--- src/hw/rtl/plid_pkg.sv ---
package plid_pkg;

    localparam int DEPTH       = 16;
    localparam int VALUE_WIDTH = 32;

    localparam int POS_W  = 5;
    localparam int DATA_W = 32;
    localparam int LEN_W  = 5;

    localparam int IDX_W = (DEPTH > 1) ? $clog2(DEPTH) : 1;
    localparam int CNT_W = $clog2(DEPTH + 1);
    localparam int CMP_W = (CNT_W > POS_W) ? CNT_W : POS_W;

    typedef enum logic [1:0] {
        CMD_INSERT = 2'd0,
        CMD_DELETE = 2'd1,
        CMD_GET    = 2'd2,
        CMD_CLEAR  = 2'd3
    } cmd_t;

    typedef enum logic [1:0] {
        ST_OK    = 2'd0,
        ST_FULL  = 2'd1,
        ST_RANGE = 2'd2
    } status_t;

    typedef enum logic {
        S_IDLE = 1'b0,
        S_BUSY = 1'b1
    } state_t;

    // controller -> datapath
    typedef struct packed {
        logic exec;
    } ctl_t;

    // datapath -> observers
    typedef struct packed {
        logic full;
        logic empty;
    } dp_stat_t;

endpackage

--- src/hw/rtl/plid_req_if.sv ---
interface plid_req_if;
    import plid_pkg::*;

    logic                valid;
    logic                ready;
    cmd_t                cmd;
    logic [POS_W-1:0]    position;
    logic [DATA_W-1:0]   item_value;

    modport source (output valid, output cmd, output position, output item_value,
                    input ready);
    modport sink   (input valid, input cmd, input position, input item_value,
                    output ready);
endinterface

--- src/hw/rtl/plid_rsp_if.sv ---
interface plid_rsp_if;
    import plid_pkg::*;

    logic                valid;
    logic                ready;
    status_t             status;
    logic [DATA_W-1:0]   read_value;
    logic [LEN_W-1:0]    list_length;

    modport source (output valid, output status, output read_value, output list_length,
                    input ready);
    modport sink   (input valid, input status, input read_value, input list_length,
                    output ready);
endinterface

--- src/hw/rtl/plid_ctrl.sv ---
module plid_ctrl (
    input  logic           clk,
    input  logic           rst_n,
    input  logic           req_valid,
    output logic           req_ready,
    output logic           rsp_valid,
    input  logic           rsp_ready,
    output plid_pkg::ctl_t ctl
);
    import plid_pkg::*;

    state_t state_reg;
    state_t state_next;

    always_ff @(posedge clk or negedge rst_n)
    begin
        if (!rst_n)
        begin
            state_reg <= S_IDLE;
        end
        else
        begin
            state_reg <= state_next;
        end
    end

    always_comb
    begin
        state_next = state_reg;
        rsp_valid  = 1'b0;
        req_ready  = 1'b0;
        ctl.exec   = 1'b0;
        unique case (state_reg)
            S_IDLE:
            begin
                req_ready = 1'b1;
                ctl.exec  = req_valid;
                if (req_valid)
                begin
                    state_next = S_BUSY;
                end
            end
            S_BUSY:
            begin
                rsp_valid = 1'b1;
                // a taken result frees the output register for the next command
                req_ready = rsp_ready;
                ctl.exec  = req_valid && rsp_ready;
                if (rsp_ready && !req_valid)
                begin
                    state_next = S_IDLE;
                end
            end
            default:
            begin
                state_next = S_IDLE;
            end
        endcase
    end

endmodule

--- src/hw/rtl/plid_dp.sv ---
module plid_dp (
    input  logic                      clk,
    input  logic                      rst_n,
    input  plid_pkg::ctl_t            ctl,
    input  plid_pkg::cmd_t            cmd,
    input  logic [plid_pkg::POS_W-1:0]  position,
    input  logic [plid_pkg::DATA_W-1:0] item_value,
    output plid_pkg::status_t         status,
    output logic [plid_pkg::DATA_W-1:0] read_value,
    output logic [plid_pkg::LEN_W-1:0]  list_length,
    output plid_pkg::dp_stat_t        stat
);
    import plid_pkg::*;

    // row of entry cells; only cells below the count hold meaning
    logic [VALUE_WIDTH-1:0] cell_reg  [DEPTH];
    logic [VALUE_WIDTH-1:0] cell_next [DEPTH];
    logic [CNT_W-1:0]       count_reg;
    logic [CNT_W-1:0]       count_next;
    status_t                status_reg;
    status_t                status_next;
    logic [DATA_W-1:0]      read_reg;
    logic [DATA_W-1:0]      read_next;

    logic [CMP_W-1:0]       pos_ext;
    logic [CMP_W-1:0]       cnt_ext;
    logic [CMP_W-1:0]       ins_pos;
    logic                   in_range;
    logic                   is_full;
    logic [VALUE_WIDTH-1:0] sel_entry;

    assign pos_ext   = CMP_W'(position);
    assign cnt_ext   = CMP_W'(count_reg);
    assign in_range  = pos_ext < cnt_ext;
    assign is_full   = count_reg == CNT_W'(DEPTH);
    // clamp insert position to append
    assign ins_pos   = (pos_ext > cnt_ext) ? cnt_ext : pos_ext;
    assign sel_entry = cell_reg[position[IDX_W-1:0]];

    always_comb
    begin
        cell_next   = cell_reg;
        count_next  = count_reg;
        status_next = status_reg;
        read_next   = read_reg;
        if (ctl.exec)
        begin
            status_next = ST_OK;
            read_next   = '0;
            unique case (cmd)
                CMD_INSERT:
                begin
                    if (is_full)
                    begin
                        status_next = ST_FULL;
                    end
                    else
                    begin
                        for (int i = 0; i < DEPTH; i++)
                        begin
                            if (CMP_W'(i) == ins_pos)
                            begin
                                cell_next[i] = item_value[VALUE_WIDTH-1:0];
                            end
                            else if ((i > 0) && (CMP_W'(i) > ins_pos))
                            begin
                                cell_next[i] = cell_reg[(i > 0) ? i - 1 : 0];
                            end
                        end
                        count_next = count_reg + CNT_W'(1);
                    end
                end
                CMD_DELETE:
                begin
                    if (!in_range)
                    begin
                        status_next = ST_RANGE;
                    end
                    else
                    begin
                        read_next = DATA_W'(sel_entry);
                        for (int i = 0; i < DEPTH - 1; i++)
                        begin
                            if (CMP_W'(i) >= pos_ext)
                            begin
                                cell_next[i] = cell_reg[i + 1];
                            end
                        end
                        count_next = count_reg - CNT_W'(1);
                    end
                end
                CMD_GET:
                begin
                    if (!in_range)
                    begin
                        status_next = ST_RANGE;
                    end
                    else
                    begin
                        read_next = DATA_W'(sel_entry);
                    end
                end
                CMD_CLEAR:
                begin
                    count_next = '0;
                end
                default:
                begin
                    count_next = count_reg;
                end
            endcase
        end
    end

    always_ff @(posedge clk)
    begin
        cell_reg   <= cell_next;
        read_reg   <= read_next;
    end

    always_ff @(posedge clk or negedge rst_n)
    begin
        if (!rst_n)
        begin
            count_reg  <= '0;
            status_reg <= ST_OK;
        end
        else
        begin
            count_reg  <= count_next;
            status_reg <= status_next;
        end
    end

    assign status      = status_reg;
    assign read_value  = read_reg;
    assign list_length = LEN_W'(count_reg);
    assign stat.full   = is_full;
    assign stat.empty  = count_reg == '0;

endmodule

--- src/hw/rtl/positional_list_insert_delete.sv ---
// Channel | Dir | Payload                             | Transfer
// --------+-----+-------------------------------------+---------------------
// req     | in  | cmd, position, item_value           | valid && ready
// rsp     | out | status, read_value, list_length     | valid && ready
//
// Each command is executed in the cycle of its transfer: the row of entry
// cells shifts up or down in one step and the result lands in the output
// register, so one command can enter every cycle while rsp is taken.
// A pending result holds the output register; req.ready follows rsp.ready
// while it waits, so a stall on rsp stalls req in the same cycle.
// Reset (rst_n, asynchronous, active low) empties the list and drops any
// pending result; the entry cells themselves are not cleared.
module positional_list_insert_delete (
    input  logic clk,
    input  logic rst_n,
    plid_req_if.sink   req,
    plid_rsp_if.source rsp
);
    import plid_pkg::*;

    ctl_t     ctl;
    dp_stat_t stat;

    // handshake sequencing: decides when a command executes
    plid_ctrl u_ctrl (
        .clk       (clk),
        .rst_n     (rst_n),
        .req_valid (req.valid),
        .req_ready (req.ready),
        .rsp_valid (rsp.valid),
        .rsp_ready (rsp.ready),
        .ctl       (ctl)
    );

    // entry cells, count and result register
    plid_dp u_dp (
        .clk         (clk),
        .rst_n       (rst_n),
        .ctl         (ctl),
        .cmd         (req.cmd),
        .position    (req.position),
        .item_value  (req.item_value),
        .status      (rsp.status),
        .read_value  (rsp.read_value),
        .list_length (rsp.list_length),
        .stat        (stat)
    );

    // A command only executes when the output register is free or being drained.
    a_no_overwrite: assert property (@(posedge clk) disable iff (!rst_n)
        ctl.exec |-> !(rsp.valid && !rsp.ready))
        else $error("command executed over a pending result");

    // Length never passes capacity and full agrees with it.
    a_len_bound: assert property (@(posedge clk) disable iff (!rst_n)
        (rsp.list_length <= LEN_W'(DEPTH)) && (stat.full == (rsp.list_length == LEN_W'(DEPTH))))
        else $error("list length out of bounds");

    // An accepted clear yields an empty list with ok status.
    a_clear: assert property (@(posedge clk) disable iff (!rst_n)
        (req.valid && req.ready && req.cmd == CMD_CLEAR) |=>
            (rsp.valid && rsp.list_length == '0 && rsp.status == ST_OK && stat.empty))
        else $error("clear did not empty the list");

    // Insert into a full list is refused and leaves the length at capacity.
    a_full_insert: assert property (@(posedge clk) disable iff (!rst_n)
        (req.valid && req.ready && req.cmd == CMD_INSERT && stat.full) |=>
            (rsp.status == ST_FULL && stat.full && rsp.read_value == '0))
        else $error("insert into full list not refused");

endmodule

--- src/flat_wrapper.sv ---
// flat-port wrapper written by rule: the top's interface ports become plain ports
module positional_list_insert_delete_flat import plid_pkg::*;
  (clk, rst_n, req_valid, req_cmd, req_position, req_item_value, req_ready, rsp_valid, rsp_status, rsp_read_value, rsp_list_length, rsp_ready);
  plid_req_if req_i ();
  plid_rsp_if rsp_i ();
  input  logic clk;
  input  logic rst_n;
  input wire logic [$bits(req_i.valid)-1:0] req_valid;
  input wire logic [$bits(req_i.cmd)-1:0] req_cmd;
  input wire logic [$bits(req_i.position)-1:0] req_position;
  input wire logic [$bits(req_i.item_value)-1:0] req_item_value;
  output wire logic [$bits(req_i.ready)-1:0] req_ready;
  output wire logic [$bits(rsp_i.valid)-1:0] rsp_valid;
  output wire logic [$bits(rsp_i.status)-1:0] rsp_status;
  output wire logic [$bits(rsp_i.read_value)-1:0] rsp_read_value;
  output wire logic [$bits(rsp_i.list_length)-1:0] rsp_list_length;
  input wire logic [$bits(rsp_i.ready)-1:0] rsp_ready;
  assign req_i.valid = req_valid;
  assign req_i.cmd = req_cmd;
  assign req_i.position = req_position;
  assign req_i.item_value = req_item_value;
  assign req_ready = req_i.ready;
  assign rsp_valid = rsp_i.valid;
  assign rsp_status = rsp_i.status;
  assign rsp_read_value = rsp_i.read_value;
  assign rsp_list_length = rsp_i.list_length;
  assign rsp_i.ready = rsp_ready;
  positional_list_insert_delete u_core (.clk(clk), .rst_n(rst_n), .req(req_i), .rsp(rsp_i));
endmodule
--- config.mk ---
export PLATFORM = sky130hd
export DESIGN_NAME = positional_list_insert_delete_flat
export DESIGN_NICKNAME = d
export VERILOG_FILES = /design/src/hw/rtl/plid_pkg.sv /design/src/hw/rtl/plid_req_if.sv /design/src/hw/rtl/plid_rsp_if.sv /design/src/hw/rtl/plid_ctrl.sv /design/src/hw/rtl/plid_dp.sv /design/src/hw/rtl/positional_list_insert_delete.sv /design/src/flat_wrapper.sv
export SDC_FILE = /design/constraint.sdc
export NUM_CORES = 1
export LEC_CHECK = 0
export BUFFER_PORTS_ARGS = -buffer_cell sky130_fd_sc_hd__buf_2
export CAP_MARGIN = 20
export CELL_PAD_IN_SITES_DETAIL_PLACEMENT = 1
export CELL_PAD_IN_SITES_GLOBAL_PLACEMENT = 1
export CORE_AREA = 2 2 269 271
export CTS_CLUSTER_DIAMETER = 200
export DETAILED_ROUTE_END_ITERATION = 16
export DIE_AREA = 0 0 271 273
export PLACE_DENSITY_LB_ADDON = 0.1
export SLEW_MARGIN = 0
export SYNTH_ARGS = -nofsm -noshare
export SYNTH_HDL_FRONTEND = slang
export SYNTH_SLANG_ARGS = --single-unit
--- constraint.sdc ---
create_clock -name clk -period 7.24 [get_ports clk]
set_clock_uncertainty 0.05 [all_clocks]
set_input_delay 0 -clock clk [delete_from_list [all_inputs] [get_ports clk]]
set_output_delay 0 -clock clk [all_outputs]
set_load 0.005 [all_outputs]
==> Yosys cells after proc, flatten, opt, wreduce, memory -nomap -nowiden <==
Cells that the tools add are included.
W data, S select, Z words.
{ "totals": {"mem_count": 0, "output_inout_bits": 41, "rom_bits": 0, "ram_bits": 0, "reg_bits": 552, "latch_bits": 0, "input_bits": 43, "word_cells": 201} }
{ "classes": {"addsub": 2, "shift": 0, "mul": 0, "eq_ne": 51, "bitwise_logic": 3, "magnitude_cmp": 33, "div_mod_pow": 0, "mux": 65, "n_reduce_logical": 27} }
{ "op_table": {"columns": ["op", "n"], "rows": [
  ["$mux W32", 48],
  ["$pmux W480 S2", 1],
  ["$mux W512", 1],
  ["$mux W480", 1],
  ["$bmux W32 S4", 1],
  ["$reduce_and A6 Y1", 15],
  ["$ne A3 B3 Y1 const B", 14],
  ["$eq A4 B5 Y1 const A", 8],
  ["$gt A4 B5 Y1 const A", 8],
  ["$ne A2 B2 Y1 const B", 18],
  ["$ge A4 B5 Y1 const A", 7],
  ["$eq A3 B5 Y1 const A", 4],
  ["$ge A3 B5 Y1 const A", 4],
  ["$gt A3 B5 Y1 const A", 4],
  ["$mux W5", 3],
  ["$pmux W5 S3", 1],
  ["$eq A2 B5 Y1 const A", 2],
  ["$ge A1 B5 Y1 const A", 2],
  ["$ge A2 B5 Y1 const A", 2],
  ["$gt A2 B5 Y1 const A", 2],
  ["$reduce_and A4 Y1", 2],
  ["$pmux W1 S2", 3],
  ["$add A5 B1 Y5 const B", 1],
  ["$eq A1 B5 Y1 const A", 1],
  ["21 further kinds", 28]
]} }

==> Logic depth before layout (Yosys ltp) <==
{ "depth": {"depth_word": 7, "ltp_mapped": 14, "depth_no_buf": 9} }

==> Hierarchy <==
A second synthesis with hierarchy kept.
{ "hier_totals": {"hier_cells": 3128, "hier_area_um2": 33998.9} }
{ "by_module_without_submodules": {"columns": ["mod", "cells_per_inst", "seq_area_each_um2", "area_each_um2", "instances"], "rows": [
  ["plid_dp", 3124, 16510.8, 33945.1, 1],
  ["plid_ctrl", 4, 25.0, 53.8, 1]
]} }

==> Least setup slack after synthesis <==
Ideal clock, no wire load.
{ "synth_timing": {"path_type": "register -> register", "from": "register u_core.u_dp.count_reg[2] (netlist: u_core.u_dp.list_length[2])", "to": "register u_core.u_dp.cell_reg[224] (netlist name), enable pin", "n_path_buf": 3, "synth_period_minus_slack_ns": 5.687, "setup_slack_ns": 1.553, "stages_incl_launch_ff": 12, "arrival_ns": 5.157, "required_time_ns": 6.710, "setup_time_ns": 0.480, "path_cell_list": "dfrtp_1 clkbuf_1 inv_1 ha_1 o211ai_2 a21oi_4 o21ai_4 buf_4 mux2i_1 buf_2 o21ai_1 a311oi_1"} }
{ "synth_via": {"elab_chain_cells": 5, "elab_cells_between_ends": 10, "cone_classes": "order compare: 3; eq/ne: 5; mux: 1; reduce/logical: 1"} }
{ "synth_rtl": {"columns": ["element", "line", "text"], "rows": [
  ["start, declared", "plid_dp.sv:18", "logic [CNT_W-1:0] count_reg;"],
  ["start signal, assigned", "plid_dp.sv:130", "count_reg <= count_next;"],
  ["$gt A5 B5 Y1", "plid_dp.sv:37", "assign ins_pos = (pos_ext > cnt_ext) ? cnt_ext : pos_ext;"],
  ["$mux W5", "plid_dp.sv:37", null],
  ["$gt A4 B5 Y1 / $eq A4 B5 Y1 (equally long branches)", "plid_dp.sv:65, plid_dp.sv:61", null],
  ["$ne A3 B3 Y1 (no source line)", null, null],
  ["$reduce_and A6 Y1 (no source line) *", null, null],
  ["end signal, assigned", "plid_dp.sv:117", "cell_reg <= cell_next;"],
  ["end, declared", "plid_dp.sv:16", "logic [VALUE_WIDTH-1:0] cell_reg [DEPTH];"]
]} }
Mark *: on every way between the ends. The rest lies on a longest branch, timed or not.
A chain may end at the register's enable or synchronous reset.

==> Final worst setup path <==
{ "layout_timing": {"from": "register u_core.u_dp.count_reg[4] (netlist: u_core.u_dp.list_length[4])", "to": "register u_core.u_dp.cell_reg[170] (netlist name) (data pin)"} }
{ "layout_via": {"elab_chain_cells": 6} }
{ "layout_rtl": {"columns": ["element", "line", "text"], "rows": [
  ["$gt A5 B5 Y1", "plid_dp.sv:37", null],
  ["$mux W5 *", "plid_dp.sv:37", null],
  ["$eq A4 B5 Y1 *", "plid_dp.sv:61", "if (CMP_W'(i) == ins_pos)"],
  ["$mux W32 *", "plid_dp.sv:61", null],
  ["$mux W512 *", "plid_dp.sv:53", "if (is_full)"],
  ["$pmux W480 S2 *", "plid_dp.sv:50", "unique case (cmd)"]
]} }
Mark *: on every way between the ends. The rest lies on a longest branch, timed or not. The select of a mux whose other input is x is not followed.

==> impl_metrics.yaml <==
clocking:
  post_cts_buffers: 0
  cts_buffers: 67
  cts.clk_slew.worst_paths_ns: 0.06
  htree_levels: 3
  ctsRootBufferMaster: "clkbuf_16"
  cts.sinks: 552
  clock_latency_ns: 0.61
  cts_hold_buf: 39
  cts_resized: 0
  cts_tree: "yes"
  clockBufferDepth: 3
sta:
  fin_setup_tns_ns: 0
  slew_headroom_pct: 17.5
  max_freq_ghz: 0.192
  hold_viol: 0
  rsz0062_at_grt: "false"
  finalWorstSetupSlack_ns: 2.03
  min_period_ns: 5.21
  setup_viol: 0
  period_share_pct: 72.0
  tightest_slew_ns: 1.24
  slew_violations: 0
place:
  post_dp_cell_area_um2: 35800
  routabilityCongestion: 0.919
  io_buffers: 83
  dp.cells: 4303
  place_ws_ns: 2.19
  dp_hpwl_mm: 88.1
die:
  die_w_um: 271
  rows: 98
  initial_utilization_pct: 49.6
  io_pins: 84
  die_height_um: 273
  dieArea_um2: 74000
  core_area_um2: 71000
grt:
  track_usage_pct: 42.8
  grt_first_pass_wirelength_mm: 237
  overflow: 0
  grt_max_degree: 201
  antenna_found_initial: 4
  grt_pass1_vias: 34878
cells_and_area:
  final_cell_mix: "o211ai_1, edfxtp_1, nand3_1"
  drive_gt1_share_pct: 10.4
  layout_commonest_cell: "o211ai_1"
  design_area_um2: 38100
  nets: 3519
  fillerInstances: 7766
  largest_register_ffs: 512
  final_cells: 4458
  area_growth_pct: 8.38
critical_path:
  crit_chain: "inv_1, ha_1, and4_1, nand2_1, a211oi_1, o21a_4, buf_4, o21a_2, o211ai_1"
  endpoint_kind: "register"
  crit_buf_inv: 2
  rr_startpoint: "u_core.u_dp.list_length[4]"
  crit_slowest_cell: "o21a_2"
  reg2reg_depth: 9
  cp.depth: 9
  startpoint_type: "register"
  critPathTopFamily: "compound AO/OA/AOI/OAI gates"
  arrival_ns: 5.47
  critPathKind: "register to register"
  path_max_fanout: 63
  reg2reg_slack_ns: 2.03
  cp.required_ns: 7.50
  slowest_delay_ns: 1.08
  r2r-end: "u_core.u_dp.cell_reg[170]"
yosys:
  synth_nets: 3738
  netlist_area_um2: 35200
  synth_edf_count: 544
  yosysWarnings: 0
  avgSynthCellArea_um2: 9.55
  syn_inst: 3683
  synth_flop_cell: "edfxtp_1"
  synth_seq_cells: 552
  ys_seq_area_share_pct: 47.0
  ys_types: 66
  ys_async_sr_fraction_pct: 1.45
routing:
  wire_per_inst_um: 36.1
  vias: 34708
  drtPass1Iterations: 6
  drt_wl_total_mm: 161
  postRouteAntennaNets: 0
  drc: 0
  drtIter0Drc: 5467
  routed_via_density: 7.79
worst_hold_path:
  hold_end: "u_core.u_dp.read_value[31]"
  hp-class: "primary input to register"
  hold_depth: 4
  min_from: "req_cmd[0]"
status:
  outcome: "completed"
job:
  drv_cap: 0
power:
  cellLeakagePower_nw: 12.4
  power_mw: 12.3
  power_density_nw_per_um2: 324
  max-vdd-ir-drop_mv: 0.536
## through the flow
| stage | util (%) | hold slack (ns) |
|---|---|---|
| after floorplan | - | -0.346 |
| after global placement | 50.3 | -0.189 |
| after detailed placement | 50.4 | -0.180 |
| after CTS | 53.6 | 0.00469 |
| after global routing | 53.7 | 0.0468 |
| final | 53.7 | 0.0154 |
## report_power, final
group / leakage [nW] / total (mW) / switching, mW / internal (mW)
Clock: 0.947 / 3.20 / 1.45 / 1.75
Sequential: 5.11 / 4.32 / 0.244 / 4.07
Combinational: 6.30 / 4.82 / 3.50 / 1.32
Total: 12.4 / 12.3 / 5.19 / 7.14
## cell usage after synthesis (all sizes together) (39+ instances only)
cell | number | share of area (%)
mux2 | 44 | 1.4
buf | 176 | 2.5
edfxtp | 544 | 46
mux2i | 127 | 3.6
a21oi | 223 | 3.2
a21o | 39 | 0.83
clkbuf | 326 | 3.5
nor2 | 132 | 1.4
a221o | 105 | 3.0
nand3 | 454 | 6.5
o21ai | 72 | 1.1
a22oi | 51 | 1.1
nand2 | 445 | 4.7
o211ai | 729 | 16
## worst max path at each step
stage,from,end
after floorplan,u_core.u_dp.list_length[2],u_core.u_dp.cell_reg[224]
after global placement,u_core.u_dp.list_length[4],u_core.u_dp.cell_reg[163]
after detailed placement,u_core.u_dp.list_length[4],u_core.u_dp.cell_reg[163]
after CTS,u_core.u_dp.list_length[4],u_core.u_dp.cell_reg[180]
after global routing,u_core.u_dp.list_length[4],u_core.u_dp.cell_reg[190]
final,u_core.u_dp.list_length[4],u_core.u_dp.cell_reg[170]
## worst register-to-register path, stage by stage, from the launching register on
cell and delay, ns:
dfrtp_1 0.54, inv_1 0.18, ha_1 0.38, and4_1 0.25
nand2_1 0.14, a211oi_1 0.42, o21a_4 0.70, buf_4 0.88
o21a_2 1.10, o211ai_1 0.27
## cells by family after synthesis
group	share of synthesized area, %
AO/OA/AOI/OAI	26.6
AND/OR/NAND/NOR	14.5
flip-flops	47.0
buffers and inverters	6.05
multiplexers	5.36
adder cells (fa/ha/maj)	0.448
XOR/XNOR	0.0498
## metal layers
metal  GRT usage [%]  wire (µm)  vias to the layer above
li1                -          -                    13866
met1            58.0      61400                    17549
met2            63.6      70000                     2807
met3            10.7      21300                      484
met4            21.6       8370                        2
met5               0         15                        -
## area by class of cell
class	instances	area (µm²)	share of cell area, %
tap	950	1190	3.12
antenna	1	2.50	0.00656
timing repair buffer	214	1620	4.24
clock buffer	84	1760	4.62
clock inverter	28	163	0.427
sequential	552	16500	43.4
inverter	10	45.0	0.118
multi-input combinational	2619	16800	44.1
Note: power is estimated with default switching activity, not from simulation.
